===== src/rtl/core/brle_pkg.sv =====
// Shared types and constants for the byte run-length encoder.
// Holds the input and output transfer structs and the run command type.
// No dependencies.
`default_nettype none

package brle_pkg;

  // Longest run that one length byte can carry.
  localparam logic [7:0] RunMax = 8'd255;

  // Default depth of the command queue between front and back.
  localparam int unsigned DefaultQueueDepth = 4;

  // One input transfer.
  typedef struct packed {
    logic [7:0] data_byte;
    logic       batch_end;
  } in_t;

  // One output transfer.
  typedef struct packed {
    logic [7:0] out_byte;
    logic       out_last;
    logic       out_batch_end;
  } out_t;

  // A finished run waiting to be serialized.
  typedef struct packed {
    logic [7:0] value;
    logic [7:0] count;
  } run_t;

  // Work for the back end from one input item: an older run that a
  // different byte closed, then the current run if it was closed too.
  typedef struct packed {
    logic old_valid;
    run_t old_run;
    logic new_valid;
    run_t new_run;
    logic batch_end;
  } cmd_t;

endpackage

`default_nettype wire


===== src/rtl/core/brle_front.sv =====
// Front end of the run-length encoder: tracks the pending run and turns
// each input item into at most one command for the back end.
// Depends on brle_pkg.
`default_nettype none

module brle_front (
  input  wire logic          clk_i,
  input  wire logic          rst_ni,
  input  wire logic          in_valid_i,
  output logic               in_ready_o,
  input  wire brle_pkg::in_t in_data_i,
  input  wire logic          q_full_i,
  output logic               push_o,
  output brle_pkg::cmd_t     push_cmd_o
);
  import brle_pkg::*;

  logic [7:0] run_value_q, run_value_d;
  logic [7:0] run_count_q, run_count_d;
  logic       accept;
  logic       flush_old;
  logic       flush_new;
  logic [7:0] next_count;
  logic [7:0] next_value;

  // Any item may enter while the queue has room.
  assign in_ready_o = !q_full_i;
  assign accept     = in_valid_i && in_ready_o;

  // Classify the item: does it close the old run, and does it close the
  // run it now belongs to.
  always_comb begin
    flush_old = (run_count_q != 8'd0) && (in_data_i.data_byte != run_value_q);
    if (run_count_q == 8'd0 || flush_old) begin
      next_value = in_data_i.data_byte;
      next_count = 8'd1;
    end else begin
      next_value = run_value_q;
      next_count = run_count_q + 8'd1;
    end
    flush_new = (next_count == RunMax) || in_data_i.batch_end;

    run_value_d = run_value_q;
    run_count_d = run_count_q;
    if (accept) begin
      run_value_d = next_value;
      run_count_d = flush_new ? 8'd0 : next_count;
    end

    push_cmd_o.old_valid     = flush_old;
    push_cmd_o.old_run.value = run_value_q;
    push_cmd_o.old_run.count = run_count_q;
    push_cmd_o.new_valid     = flush_new;
    push_cmd_o.new_run.value = next_value;
    push_cmd_o.new_run.count = next_count;
    push_cmd_o.batch_end     = in_data_i.batch_end;
    push_o                   = accept && (flush_old || flush_new);
  end

  // Pending run state.
  always_ff @(posedge clk_i or negedge rst_ni) begin
    if (!rst_ni) begin
      run_value_q <= 8'd0;
      run_count_q <= 8'd0;
    end else begin
      run_value_q <= run_value_d;
      run_count_q <= run_count_d;
    end
  end

endmodule

`default_nettype wire


===== src/rtl/core/brle_queue.sv =====
// Small command queue that decouples the encoder front and back ends.
// Register storage with one write and one read place per cycle.
// Depends on brle_pkg.
`default_nettype none

module brle_queue #(
  parameter int unsigned Depth = brle_pkg::DefaultQueueDepth
) (
  input  wire logic           clk_i,
  input  wire logic           rst_ni,
  input  wire logic           push_i,
  input  wire brle_pkg::cmd_t push_cmd_i,
  input  wire logic           pop_i,
  output brle_pkg::cmd_t      head_o,
  output logic                full_o,
  output logic                empty_o
);
  import brle_pkg::*;

  localparam int unsigned PtrW = (Depth > 1) ? $clog2(Depth) : 1;
  localparam int unsigned CntW = $clog2(Depth + 1);

  cmd_t            entries_q [Depth];
  logic [PtrW-1:0] wr_ptr_q, wr_ptr_d;
  logic [PtrW-1:0] rd_ptr_q, rd_ptr_d;
  logic [CntW-1:0] count_q, count_d;
  logic            do_push;
  logic            do_pop;

  assign full_o  = (count_q == CntW'(Depth));
  assign empty_o = (count_q == '0);
  assign do_push = push_i && !full_o;
  assign do_pop  = pop_i && !empty_o;
  assign head_o  = entries_q[rd_ptr_q];

  // Pointer and fill count update, wrapping at the depth.
  always_comb begin
    wr_ptr_d = wr_ptr_q;
    rd_ptr_d = rd_ptr_q;
    count_d  = count_q;
    if (do_push) begin
      wr_ptr_d = (wr_ptr_q == PtrW'(Depth - 1)) ? '0 : wr_ptr_q + 1'b1;
    end
    if (do_pop) begin
      rd_ptr_d = (rd_ptr_q == PtrW'(Depth - 1)) ? '0 : rd_ptr_q + 1'b1;
    end
    if (do_push && !do_pop) begin
      count_d = count_q + 1'b1;
    end else if (do_pop && !do_push) begin
      count_d = count_q - 1'b1;
    end
  end

  always_ff @(posedge clk_i or negedge rst_ni) begin
    if (!rst_ni) begin
      wr_ptr_q <= '0;
      rd_ptr_q <= '0;
      count_q  <= '0;
    end else begin
      wr_ptr_q <= wr_ptr_d;
      rd_ptr_q <= rd_ptr_d;
      count_q  <= count_d;
    end
  end

  // Storage holds payload only and needs no reset.
  always_ff @(posedge clk_i) begin
    if (do_push) begin
      entries_q[wr_ptr_q] <= push_cmd_i;
    end
  end

endmodule

`default_nettype wire


===== src/rtl/core/brle_back.sv =====
// Back end of the run-length encoder: serializes queued run commands into
// output bytes through a registered output stage.
// Depends on brle_pkg.
`default_nettype none

module brle_back (
  input  wire logic           clk_i,
  input  wire logic           rst_ni,
  input  wire brle_pkg::cmd_t head_i,
  input  wire logic           empty_i,
  output logic                pop_o,
  output logic                out_valid_o,
  input  wire logic           out_ready_i,
  output brle_pkg::out_t      out_data_o
);
  import brle_pkg::*;

  logic       sel_q, sel_d;   // 0: old run, 1: new run
  logic [1:0] idx_q, idx_d;   // byte position inside the current run
  logic       out_valid_q, out_valid_d;
  out_t       out_q, out_d;
  logic       load;
  logic       sel_eff;
  run_t       cur_run;
  logic       run_done;
  logic       cmd_done;

  // With a command queued, the output register takes a new byte whenever it is empty or drained.
  assign load = !empty_i && (!out_valid_q || out_ready_i);

  // Pick the byte for the current position of the head command.
  always_comb begin
    sel_eff  = sel_q || !head_i.old_valid;
    cur_run  = sel_eff ? head_i.new_run : head_i.old_run;
    run_done = (cur_run.count >= 8'd2) ? (idx_q == 2'd2) : (idx_q == 2'd0);
    cmd_done = run_done && (sel_eff || !head_i.new_valid);

    sel_d       = sel_q;
    idx_d       = idx_q;
    out_valid_d = out_valid_q;
    out_d       = out_q;
    pop_o       = 1'b0;

    if (out_valid_q && out_ready_i) begin
      out_valid_d = 1'b0;
    end
    if (load) begin
      out_valid_d         = 1'b1;
      out_d.out_byte      = (idx_q == 2'd2) ? cur_run.count : cur_run.value;
      out_d.out_last      = cmd_done;
      out_d.out_batch_end = cmd_done && head_i.batch_end;
      if (cmd_done) begin
        pop_o = 1'b1;
        sel_d = 1'b0;
        idx_d = 2'd0;
      end else if (run_done) begin
        sel_d = 1'b1;
        idx_d = 2'd0;
      end else begin
        idx_d = idx_q + 2'd1;
      end
    end
  end

  always_ff @(posedge clk_i or negedge rst_ni) begin
    if (!rst_ni) begin
      sel_q       <= 1'b0;
      idx_q       <= 2'd0;
      out_valid_q <= 1'b0;
    end else begin
      sel_q       <= sel_d;
      idx_q       <= idx_d;
      out_valid_q <= out_valid_d;
    end
  end

  // Output payload register.
  always_ff @(posedge clk_i) begin
    out_q <= out_d;
  end

  assign out_valid_o = out_valid_q;
  assign out_data_o  = out_q;

endmodule

`default_nettype wire


===== src/rtl/core/byte_run_length_encoder.sv =====
// Byte run-length encoder, top level.
// The first output byte of an item passes the command queue and then the
// output register. Throughput: one input transfer per cycle while the queue
// has room, one output byte per cycle while the output is ready; a closed
// run gives one or three output bytes, so the output sets the sustained rate.
// Reset is asynchronous, active low, and clears the pending run and queue.
`default_nettype none

module byte_run_length_encoder #(
  parameter int unsigned QueueDepth = brle_pkg::DefaultQueueDepth
) (
  input  wire logic           clk_i,
  input  wire logic           rst_ni,
  input  wire logic           in_valid_i,
  output logic                in_ready_o,
  input  wire brle_pkg::in_t  in_data_i,
  output logic                out_valid_o,
  input  wire logic           out_ready_i,
  output brle_pkg::out_t      out_data_o
);
  import brle_pkg::*;

  logic push;
  cmd_t push_cmd;
  logic pop;
  cmd_t head;
  logic q_full;
  logic q_empty;

  // Run tracking and classification.
  brle_front u_front (
    .clk_i      (clk_i),
    .rst_ni     (rst_ni),
    .in_valid_i (in_valid_i),
    .in_ready_o (in_ready_o),
    .in_data_i  (in_data_i),
    .q_full_i   (q_full),
    .push_o     (push),
    .push_cmd_o (push_cmd)
  );

  // Commands between the two ends.
  brle_queue #(
    .Depth (QueueDepth)
  ) u_queue (
    .clk_i      (clk_i),
    .rst_ni     (rst_ni),
    .push_i     (push),
    .push_cmd_i (push_cmd),
    .pop_i      (pop),
    .head_o     (head),
    .full_o     (q_full),
    .empty_o    (q_empty)
  );

  // Byte serialization.
  brle_back u_back (
    .clk_i       (clk_i),
    .rst_ni      (rst_ni),
    .head_i      (head),
    .empty_i     (q_empty),
    .pop_o       (pop),
    .out_valid_o (out_valid_o),
    .out_ready_i (out_ready_i),
    .out_data_o  (out_data_o)
  );

endmodule

`default_nettype wire


===== config.mk =====
export PLATFORM = sky130hd
export DESIGN_NAME = byte_run_length_encoder
export DESIGN_NICKNAME = d
export VERILOG_FILES = /design/src/rtl/core/brle_pkg.sv /design/src/rtl/core/brle_front.sv /design/src/rtl/core/brle_queue.sv /design/src/rtl/core/brle_back.sv /design/src/rtl/core/byte_run_length_encoder.sv
export SDC_FILE = /design/constraint.sdc
export NUM_CORES = 1
export LEC_CHECK = 0
export BUFFER_PORTS_ARGS = -buffer_cell sky130_fd_sc_hd__buf_2
export CAP_MARGIN = 40
export CORE_MARGIN = 2
export CORE_UTILIZATION = 48
export CTS_CLUSTER_DIAMETER = 30
export CTS_CLUSTER_SIZE = 40
export DETAILED_ROUTE_END_ITERATION = 12
export PLACE_DENSITY = 0.7
export REMOVE_ABC_BUFFERS = 1
export SLEW_MARGIN = 10
export SYNTH_ARGS = -nofsm -noshare
export SYNTH_HDL_FRONTEND = slang
export SYNTH_HIERARCHICAL = 1
export SYNTH_SLANG_ARGS = --single-unit

===== constraint.sdc =====
create_clock -name clk_i -period 10.6 [get_ports clk_i]
set_input_delay 2.12 -clock clk_i [delete_from_list [all_inputs] [get_ports clk_i]]
set_output_delay 2.12 -clock clk_i [all_outputs]
set_load 0.005 [all_outputs]

Word-level counts from Yosys, hierarchy flattened

Memories as Yosys holds them, arrays and structs flattened.
Cells that the tools add are included.

$lt $le $gt $ge: 1
Mux-type cells: 20
Reductions and logical operators: 32
Add/subtract/negate cells: 6
Eq/ne operators: 6

Operators with widths:

| kind                  | count |
|---|---|
| $mux W8               | 4 |
| $mux W16              | 1 |
| $logic_and A1 B1 Y1   | 11 |
| $mux W1               | 9 |
| $add A8 B1 Y8 const B | 1 |
| $eq A8 B8 Y1 const B  | 1 |
| $ge A8 B2 Y1 const B  | 1 |
| $logic_not A8 Y1      | 1 |
| $mux W2               | 4 |
| $ne A8 B8 Y1          | 1 |
| $reduce_bool A8 Y1    | 1 |
| $logic_not A1 Y1      | 7 |
| $add A2 B1 Y2 const B | 3 |
| $eq A2 B2 Y1 const B  | 3 |
| $logic_or A1 B1 Y1    | 6 |
| $mux W3               | 2 |
| $reduce_bool A2 Y1    | 3 |
| $add A3 B1 Y3 const B | 1 |
| $eq A3 B3 Y1 const B  | 1 |
| $logic_not A3 Y1      | 1 |
| $sub A3 B1 Y3 const B | 1 |
| $logic_not A2 Y1      | 1 |
| $reduce_and A2 Y1     | 1 |

Flip-flop bits (word level): 37
Input bits: 13
Output and inout port bits: 12
RAM bits: 140
Memories kept: 1
Word-level logic and storage cells: 77

Memories:

| memory            | words | width | read ports | clocked after memory_dff | write ports | line             | text |
|---|---|---|---|---|---|---|---|
| u_queue.entries_q | 4     | 35    | 1          | 0                        | 1           | brle_queue.sv:23 | `cmd_t entries_q [Depth];` |

Longest topological paths before layout

Gate-level depths: netlist of run 1.

Word-level depth: 13
Gate-level depth with buffers: 15

Hierarchy

Netlist of run 1, hierarchy kept.

By module, submodules not included:

| module     | cells each | area an instance (µm²) | times used | sequential area each (µm²) |
|---|---|---|---|---|
| brle_queue | 220        | 5500.3                 | 1          | 4379.2 |
| brle_front | 135        | 1219.9                 | 1          | 400.4 |
| brle_back  | 60         | 823.3                  | 1          | 400.4 |

Worst setup path after synthesis of run 1

Ideal clock, no wire load.

Path kind: input -> register
Start point: input port in_data_i[4] in the netlist's numbering
End point: memory u_queue/entries_q[0][0] in the netlist's numbering, enable pin
Required time: 10.204 ns
Arrival: 4.376 ns
Path buffers: 1
Stages: 8
Library setup time: 0.396 ns
Path slack: 5.829 ns
Path through: xor2_1 > nor4_4 > nand3_4 > o31ai_4 > o21a_1 > nor2b_1 > buf_2 > and2_1

Cells in the longest elaborated chain, start to end: 11

Ends and longest elaborated chain:

| element                       | line                          | text |
|---|---|---|
| start, declared               | byte_run_length_encoder.sv:16 | `input wire brle_pkg::in_t in_data_i,` |
| $ne A8 B8 Y1                  | brle_front.sv:33              | `flush_old = (run_count_q != 8'd0) && (in_data_i.data_byte != run_value_q);` |
| $logic_and A1 B1 Y1           | brle_front.sv:33              |  |
| $logic_or A1 B1 Y1            | brle_front.sv:34              | `if (run_count_q == 8'd0 \|\| flush_old) begin` |
| $mux W8                       | brle_front.sv:34              |  |
| $eq A8 B8 Y1                  | brle_front.sv:41              | `flush_new = (next_count == RunMax) \|\| in_data_i.batch_end;` |
| $logic_or A1 B1 Y1            | brle_front.sv:41              |  |
| net u_front.flush_new         | brle_front.sv:22              | `logic flush_new;` |
| $logic_or A1 B1 Y1            | brle_front.sv:57              | `push_o = accept && (flush_old \|\| flush_new);` |
| $logic_and A1 B1 Y1           | brle_front.sv:57              |  |
| net push                      | byte_run_length_encoder.sv:23 | `logic push;` |
| $logic_and A1 B1 Y1           | brle_queue.sv:32              | `assign do_push = push_i && !full_o;` |
| net u_queue.do_push           | brle_queue.sv:27              | `logic do_push;` |
| $mux W1                       | brle_queue.sv:68              | `if (do_push) begin` |
| $mux W1 (not written as such) | brle_queue.sv:69              | `entries_q[wr_ptr_q] <= push_cmd_i;` |
| end, declared                 | brle_queue.sv:23              |  |

The timed path passes the listed nets, and every way through them passes these cells.

==> results of run 1 <==
==> final cells by class <==
| type | instances | area (sq um) | area share, % |
|---|---|---|---|
| sequential | 177 | 5180 | 61.6 |
| timing repair buffer | 32 | 230 | 2.74 |
| clock buffer | 21 | 460 | 5.47 |
| multi-input combinational | 196 | 2140 | 25.5 |
| tap | 211 | 264 | 3.14 |
| inverter | 12 | 45.0 | 0.535 |
| clock inverter | 11 | 88.8 | 1.06 |
==> flip-flops by register name, summed over array words and instances (netlist names) <==
name / cells
u_back/out_valid_o: 1
u_queue/rd_ptr_q: 2
u_queue/wr_ptr_q: 2
u_back/idx_q: 2
u_front/run_count_q: 8
u_back/out_data_o: 10
u_back/sel_q: 1
u_queue/entries_q: 140
u_front/run_value_q: 8
u_queue/count_q: 3
==> cell usage in the layout, fill, tap and decap left out, types with 3 or more instances in the layout <==
cell type,instances
clkinv_2,4
nand3_1,3
clkinvlp_4,3
nor2_1,21
buf_2,24
inv_1,12
nor2b_1,3
and2_2,4
buf_12,4
buf_4,4
nor3_1,7
clkbuf_16,17
xnor2_1,5
xor2_1,11
dfrtp_1,26
mux4_2,42
edfxtp_1,150
nand4_1,3
ha_1,10
nand2_1,34
==> logic make-up after synthesis <==
kind of cell,count (synthesis),share of synthesized area [%]
adder cells (fa/ha/maj),11,1.92
flip-flops,177,68.7
buffers and inverters,42,3.02
AO/OA/AOI/OAI,25,3.48
XOR/XNOR,16,1.86
AND/OR/NAND/NOR,95,7.15
multiplexers,49,13.9
==> power by group <==
group | total, mW | switching, mW | leakage [nW] | internal, mW
Combinational | 0.638 | 0.341 | 0.897 | 0.297
Sequential | 0.987 | 0.0605 | 1.73 | 0.927
Clock | 0.584 | 0.251 | 0.264 | 0.333
Total | 2.21 | 0.652 | 2.89 | 1.56
==> layer usage <==
layer	vias to the layer above	track usage (%)	share of wire, %	wire (um)
li1	1652	-	-	-
met1	1906	24.2	42	5980
met2	100	30.4	51	7260
met3	19	3.67	4.3	607
met4	0	8.25	1.9	265
met5	-	0	0	0
==> metrics by stage <==
| stage | setup WS [ns] | total power, mW | std cells | hold slack (ns) |
|---|---|---|---|---|
| 6_report | 5.62 | 2.21 | 660 | 0.538 |
| 5_1_grt | 5.36 | 2.31 | 660 | 0.580 |
| 4_1_cts | 5.58 | 2.23 | 660 | 0.533 |
| 3_5_place_dp | 5.14 | 1.65 | 628 | 0.525 |
| 3_3_place_gp | 5.12 | 1.62 | 624 | 0.509 |
| 2_1_floorplan | 5.56 | 1.44 | 385 | 0.493 |
==> path summary, 6_finish.rpt <==
path,end,from,cells past startpoint
min in group asynchronous,u_back/idx_q[0],rst_ni,1
max,u_queue/count_q[2],in_data_i[4],13
min reg2reg,u_queue/count_q[2],u_queue/count_q[2],1
min,u_queue/count_q[2],u_queue/count_q[2],1
max in group asynchronous,u_queue/rd_ptr_q[0],rst_ni,1
max reg2reg,u_queue/count_q[2],u_queue/rd_ptr_q[0],14
==> qor.csv, run 1 <==
stage;metric;value;unit
die;Die H;129;um
synth;EDFF count, synth;150;
cells_and_area;final core area utilization;55.1;%
clock_tree;Post-CTS Setup Bufs;0;
die;DIE AREA;16700;sq um
sta;Final Skew;0.00847;ns
sta;setup violators final;0;
drt;Detailed Routing Iterations Pass 1;4;
hold_path;Hold Path Class;register to register;
power_and_ir_drop;P per Cell Area;263;nW/um^2
synth;Post-synth top cells;edfxtp_1 (150), mux4_2 (42), nand2_1 (34);
status;outcome;completed;
grt;Total Routing Usage GR;18.5;%
synth;Yosys reg bits;177;
sta;fin. max-slew vios;0;
sta;Final min period;4.98;ns
clock_tree;Max clock buf depth;2;
grt;initial antenna violation count;0;
setup_path;CP delay by family, top;simple AND/OR/NAND/NOR gates;
die;Die Wd;129;um
sta;Final Cycle Share;47.0;%
drt;final WL;14100;um
drt;Post-DRT Antenna Nets;0;
die;I/O Pins;25;
drt;Iter 0 DRT Violations;413;
clock_tree;Root Buffer;clkbuf_16;
die;Starting Density;49.4;%
setup_path;crit-path most repeated cell;xor2_1;
clock_tree;clock-pin slew on the worst setup and hold paths;0.06;ns
place;placed inst area;7860;sq um
clock_tree;Num CTS Buffers;17;
synth;asr flop ratio synth;15.3;%
cells_and_area;layout cells sized above 1;30.3;%
clock_tree;Clk Latency, worst-skew pair;0.43;ns
drt;average via count per standard cell;5.57;
setup_path;Crit path buffers/inverters;2;
setup_path;CP peak stage delay;0.47;ns
sta;TNS Setup;0;ns
run;max-cap viol count;0;
place;port buffer count;24;
synth;mapped cell area;7540;sq um
grt;largest net degree at the start of global routing;39;
setup_path;CP max FO;14;
setup_path;critical-path cell list;buf_2, xor2_1, nor4_4, nand3_4, o31ai_4, o21a_1, nor2b_1, ha_1, inv_1, fa_1, xor2_1, nor2_1, xor2_1;
setup_path;r2r setup slk;6.04;ns
grt;vias in the first global route;3837;
setup_path;WP data arrival;5.34;ns
synth;Post-Syn Area per Cell;18.2;sq um
cells_and_area;Synth-to-Final Area Change;11.5;%
sta;Slew HR;47.3;%
drt;routed wire length per instance;21.4;um
sta;Least-Margin Pin Slew;0.788;ns
synth;post-synth top area share;59.7;%
clock_tree;PostCTS Resize Cnt;0;
setup_path;CP max stage cell;nor2b_1;
power_and_ir_drop;LEAKAGE;2.89;nW
synth;synthesized instance count;415;
setup_path;WP data required;10.95;ns
place;placed wire-length estimate;8850;um
cells_and_area;Finished Cell Area;8410;sq um
setup_path;Crit. End Element;register;
die;std cell rows;45;
grt;first-pass GRT wire length;22100;um
power_and_ir_drop;peak supply drop;158;uV
synth;warnings from Yosys;6;
clock_tree;CTS hold repair buffers;0;
synth;sequential area share after synthesis;68.7;%
sta;final hold vios;0;
sta;FMAX;201;MHz
clock_tree;Clock Sinks;177;
sta;RSZ-0062 raised after global routing;no;
drt;vias;3677;
synth;Top FF cell, synth;edfxtp_1;
synth;top-count cell post-synth;edfxtp_1;
synth;Yosys top cell by area;edfxtp_1;
clock_tree;CTS tree;done;
cells_and_area;fill count;1141;
setup_path;startpoint type of the worst setup path;input pin;
cells_and_area;Final Net Count;460;
cells_and_area;number of diodes;0;
clock_tree;htree depth;4;
die;core footprint;15300;sq um
synth;Synth area leaders;edfxtp_1 (60%), mux4_2 (13%), dfrtp_1 (9.0%), nand2_1 (1.7%), ha_1 (1.7%);
synth;Unique masters post-synth;60;
setup_path;critical setup path kind;input pin to register;
place;Routability Congestion;0.784;
drt;# DRC;0;
grt;Overflow after GRT;0;
Power figures use the tool's default switching activity.
==> run 2: changes to the inputs <==
==> constraint.sdc (replaced) <==
create_clock -name clk_i -period 5.1 [get_ports clk_i]
set_input_delay 1.02 -clock clk_i [delete_from_list [all_inputs] [get_ports clk_i]]
set_output_delay 1.02 -clock clk_i [all_outputs]
set_load 0.005 [all_outputs]
==> run 2 against run 1 <==
Compared with the run above: final area is 0.68% higher; register-to-register slack worse by 5.2 ns; critical path type is now register to register; first-iteration DRC count decreased by 16%.
==> qor.csv, run 2 (synthesis gave the netlist of run 1 again) <==
stage;metric;value;unit;change
drt;vias;3745;;was 3,677
sta;final hold vios;0;;unchanged
clock_tree;CTS tree;done;;unchanged
die;Die Wd;129;um;unchanged
grt;Overflow after GRT;0;;unchanged
run;max-cap viol count;0;;unchanged
sta;Final Cycle Share;83.6;%;
grt;Total Routing Usage GR;19.2;%;was 18.5%
die;I/O Pins;25;;unchanged
clock_tree;Post-CTS Setup Bufs;0;;unchanged
sta;FMAX;235;MHz;
setup_path;Crit. End Element;register;;unchanged
setup_path;critical-path cell list;buf_4, mux4_2, nor2b_1, or4_4, a21oi_2, mux2i_2, nor2_1, o31ai_2, ha_1, inv_1, fa_1, xor2_1, nor2_1, xor2_1;;was buf_2, xor2_1, nor4_4, nand3_4, o31ai_4, o21a_1, nor2b_1, ha_1, inv_1, fa_1, xor2_1, nor2_1, xor2_1
grt;vias in the first global route;3925;;was 3,837
sta;Least-Margin Pin Slew;0.786;ns;was 0.788 ns
sta;Setup WS post-layout;0.838;ns;was 5.62 ns
setup_path;WP data required;5.45;ns;was 10.95 ns
place;pre-CTS WS;0.770;ns;was 5.14 ns
die;std cell rows;45;;unchanged
drt;final WL;14600;um;was 14,100 um
setup_path;CP max stage cell;dfrtp_2;;was nor2b_1
sta;Final min period;4.26;ns;
setup_path;startpoint type of the worst setup path;register;;was input pin
die;Die H;129;um;unchanged
setup_path;WP data arrival;4.62;ns;was 5.34 ns
cells_and_area;post-route insts no fill;664;;was 660
clock_tree;clock-pin slew on the worst setup and hold paths;0.06;ns;about the same
clock_tree;Max clock buf depth;2;;unchanged
sta;Final Skew;0.00863;ns;was 0.00847 ns
drt;Iter 0 DRT Violations;347;;was 413
clock_tree;Num CTS Buffers;17;;unchanged
die;core footprint;15300;sq um;unchanged
sta;RSZ-0062 raised after global routing;no;;unchanged
power_and_ir_drop;LEAKAGE;2.92;nW;was 2.89 nW
cells_and_area;max reg flops;140;;unchanged
cells_and_area;Synth-to-Final Area Change;12.3;%;was 11.5%
setup_path;CP peak stage delay;0.65;ns;was 0.47 ns
drt;routed wire length per instance;22.0;um;was 21.4 um
die;Starting Density;49.4;%;unchanged
sta;Slew HR;47.5;%;was 47.3%
sta;setup violators final;0;;unchanged
cells_and_area;fill count;1154;;was 1,141
setup_path;CP max FO;15;;was 14
power_and_ir_drop;P per Cell Area;548;nW/um^2;was 263 nW/um^2
drt;# DRC;0;;unchanged
die;DIE AREA;16700;sq um;unchanged
clock_tree;htree depth;4;;unchanged
power_and_ir_drop;peak supply drop;259;uV;was 158 uV
drt;Post-DRT Antenna Nets;0;;unchanged
clock_tree;CTS hold repair buffers;0;;unchanged
cells_and_area;layout cells sized above 1;31.6;%;was 30.3%
clock_tree;PostCTS Resize Cnt;0;;unchanged
cells_and_area;Top reg by flops;u_queue/entries_q;;unchanged
grt;first-pass GRT wire length;22800;um;was 22,100 um
hold_path;Hold Path Class;register to register;;unchanged
power_and_ir_drop;Power Total;4.64;mW;was 2.21 mW
cells_and_area;commonest non-fill, non-tap cell in the layout;edfxtp_1;;unchanged
grt;initial antenna violation count;0;;unchanged
status;outcome;completed;;unchanged
clock_tree;Root Buffer;clkbuf_16;;unchanged
setup_path;critical setup path kind;register to register;;was input pin to register
cells_and_area;Final Net Count;464;;was 460
grt;largest net degree at the start of global routing;28;;was 39
place;Placed Instances;632;;was 628
place;placed wire-length estimate;9380;um;was 8850 um
sta;fin. max-slew vios;0;;unchanged
drt;Detailed Routing Iterations Pass 1;5;;was 4
cells_and_area;commonest cells after routing, fill and taps aside;edfxtp_1 (150), mux4_2 (42), nand2_1 (34);;unchanged
place;port buffer count;24;;unchanged
clock_tree;Clk Latency, worst-skew pair;0.43;ns;about the same
drt;average via count per standard cell;5.64;;was 5.57
place;Routability Congestion;0.814;;was 0.784
sta;TNS Setup;0;ns;unchanged
cells_and_area;number of diodes;0;;unchanged
clock_tree;Clock Sinks;177;;unchanged
-- run 2: cell types whose count changed in the layout (fill, tap and decap cells not counted), sizes merged --
cell      change
buf           +4
clkbuf        -3
clkinv        +1
inv           +1
clkinvlp      +1
-- run 2: power breakdown --
group | total, mW | switching, mW | leakage [nW] | internal, mW
clock network | 1.23 | 0.553 | 0.263 | 0.677
registers | 2.10 | 0.177 | 1.73 | 1.93
logic | 1.31 | 0.673 | 0.922 | 0.639
total | 4.64 | 1.40 | 2.92 | 3.24
-- run 2: worst max-delay path, delay by kind of cell, from the launching register on --
kind,cells,cell delay [ns]
muxes,2,0.96
and+or+nand+nor,4,0.88
DFF,1,0.65
adders and majority gates,2,0.63
buffers and inverters,2,0.43
AOI/OAI and AO/OA,2,0.30
xor gates and xnor gates,2,0.30
-- run 2: routing by layer --
layer  wire length [um]  share of wire (%)  GRT usage [%]
met1               6170                 42           25.1
met2               7720                 53           31.9
met3                540                3.7           5.37
met4                200                1.4           5.37
met5                  0                  0              0
-- run 2: layout make-up --
class                           count  area (sq um)  area share (%)
Clock inverter                     14           135            1.60
Multi-Input combinational cell    196          2140            25.3
Clock buffer                       18           429            5.07
Tap cell                          211           264            3.12
Timing Repair Buffer               36           273            3.22
Inverter                           12          45.0           0.532
Sequential cell                   177          5180            61.2
-- run 2: path summary, 6_finish.rpt --
| kind | startpoint | end | slack [ns] | cells past startpoint |
|---|---|---|---|---|
| setup / recovery | u_queue/rd_ptr_q[0] | u_queue/count_q[2] | 0.84 | 14 |
| max in group asynchronous | rst_ni | u_queue/rd_ptr_q[0] | 3.90 | 1 |
| min in group asynchronous | rst_ni | u_front/run_value_q[6] | 0.66 | 1 |
| hold / removal | u_queue/count_q[2] | u_queue/count_q[2] | 0.54 | 1 |
| hold reg to reg | u_queue/count_q[2] | u_queue/count_q[2] | 0.54 | 1 |
| setup reg to reg | u_queue/rd_ptr_q[0] | u_queue/count_q[2] | 0.84 | 14 |
-- run 2: per-stage QoR --
step / hold slack, ns / instance area, sq um / utilization [%]
finish: 0.539 / 8470 / 55.5
floorplan: 0.493 / 7360 / -
global placement: 0.517 / 7910 / 51.8
CTS: 0.531 / 8470 / 55.5
detailed placement: 0.531 / 7910 / 51.8
global route: 0.574 / 8470 / 55.5
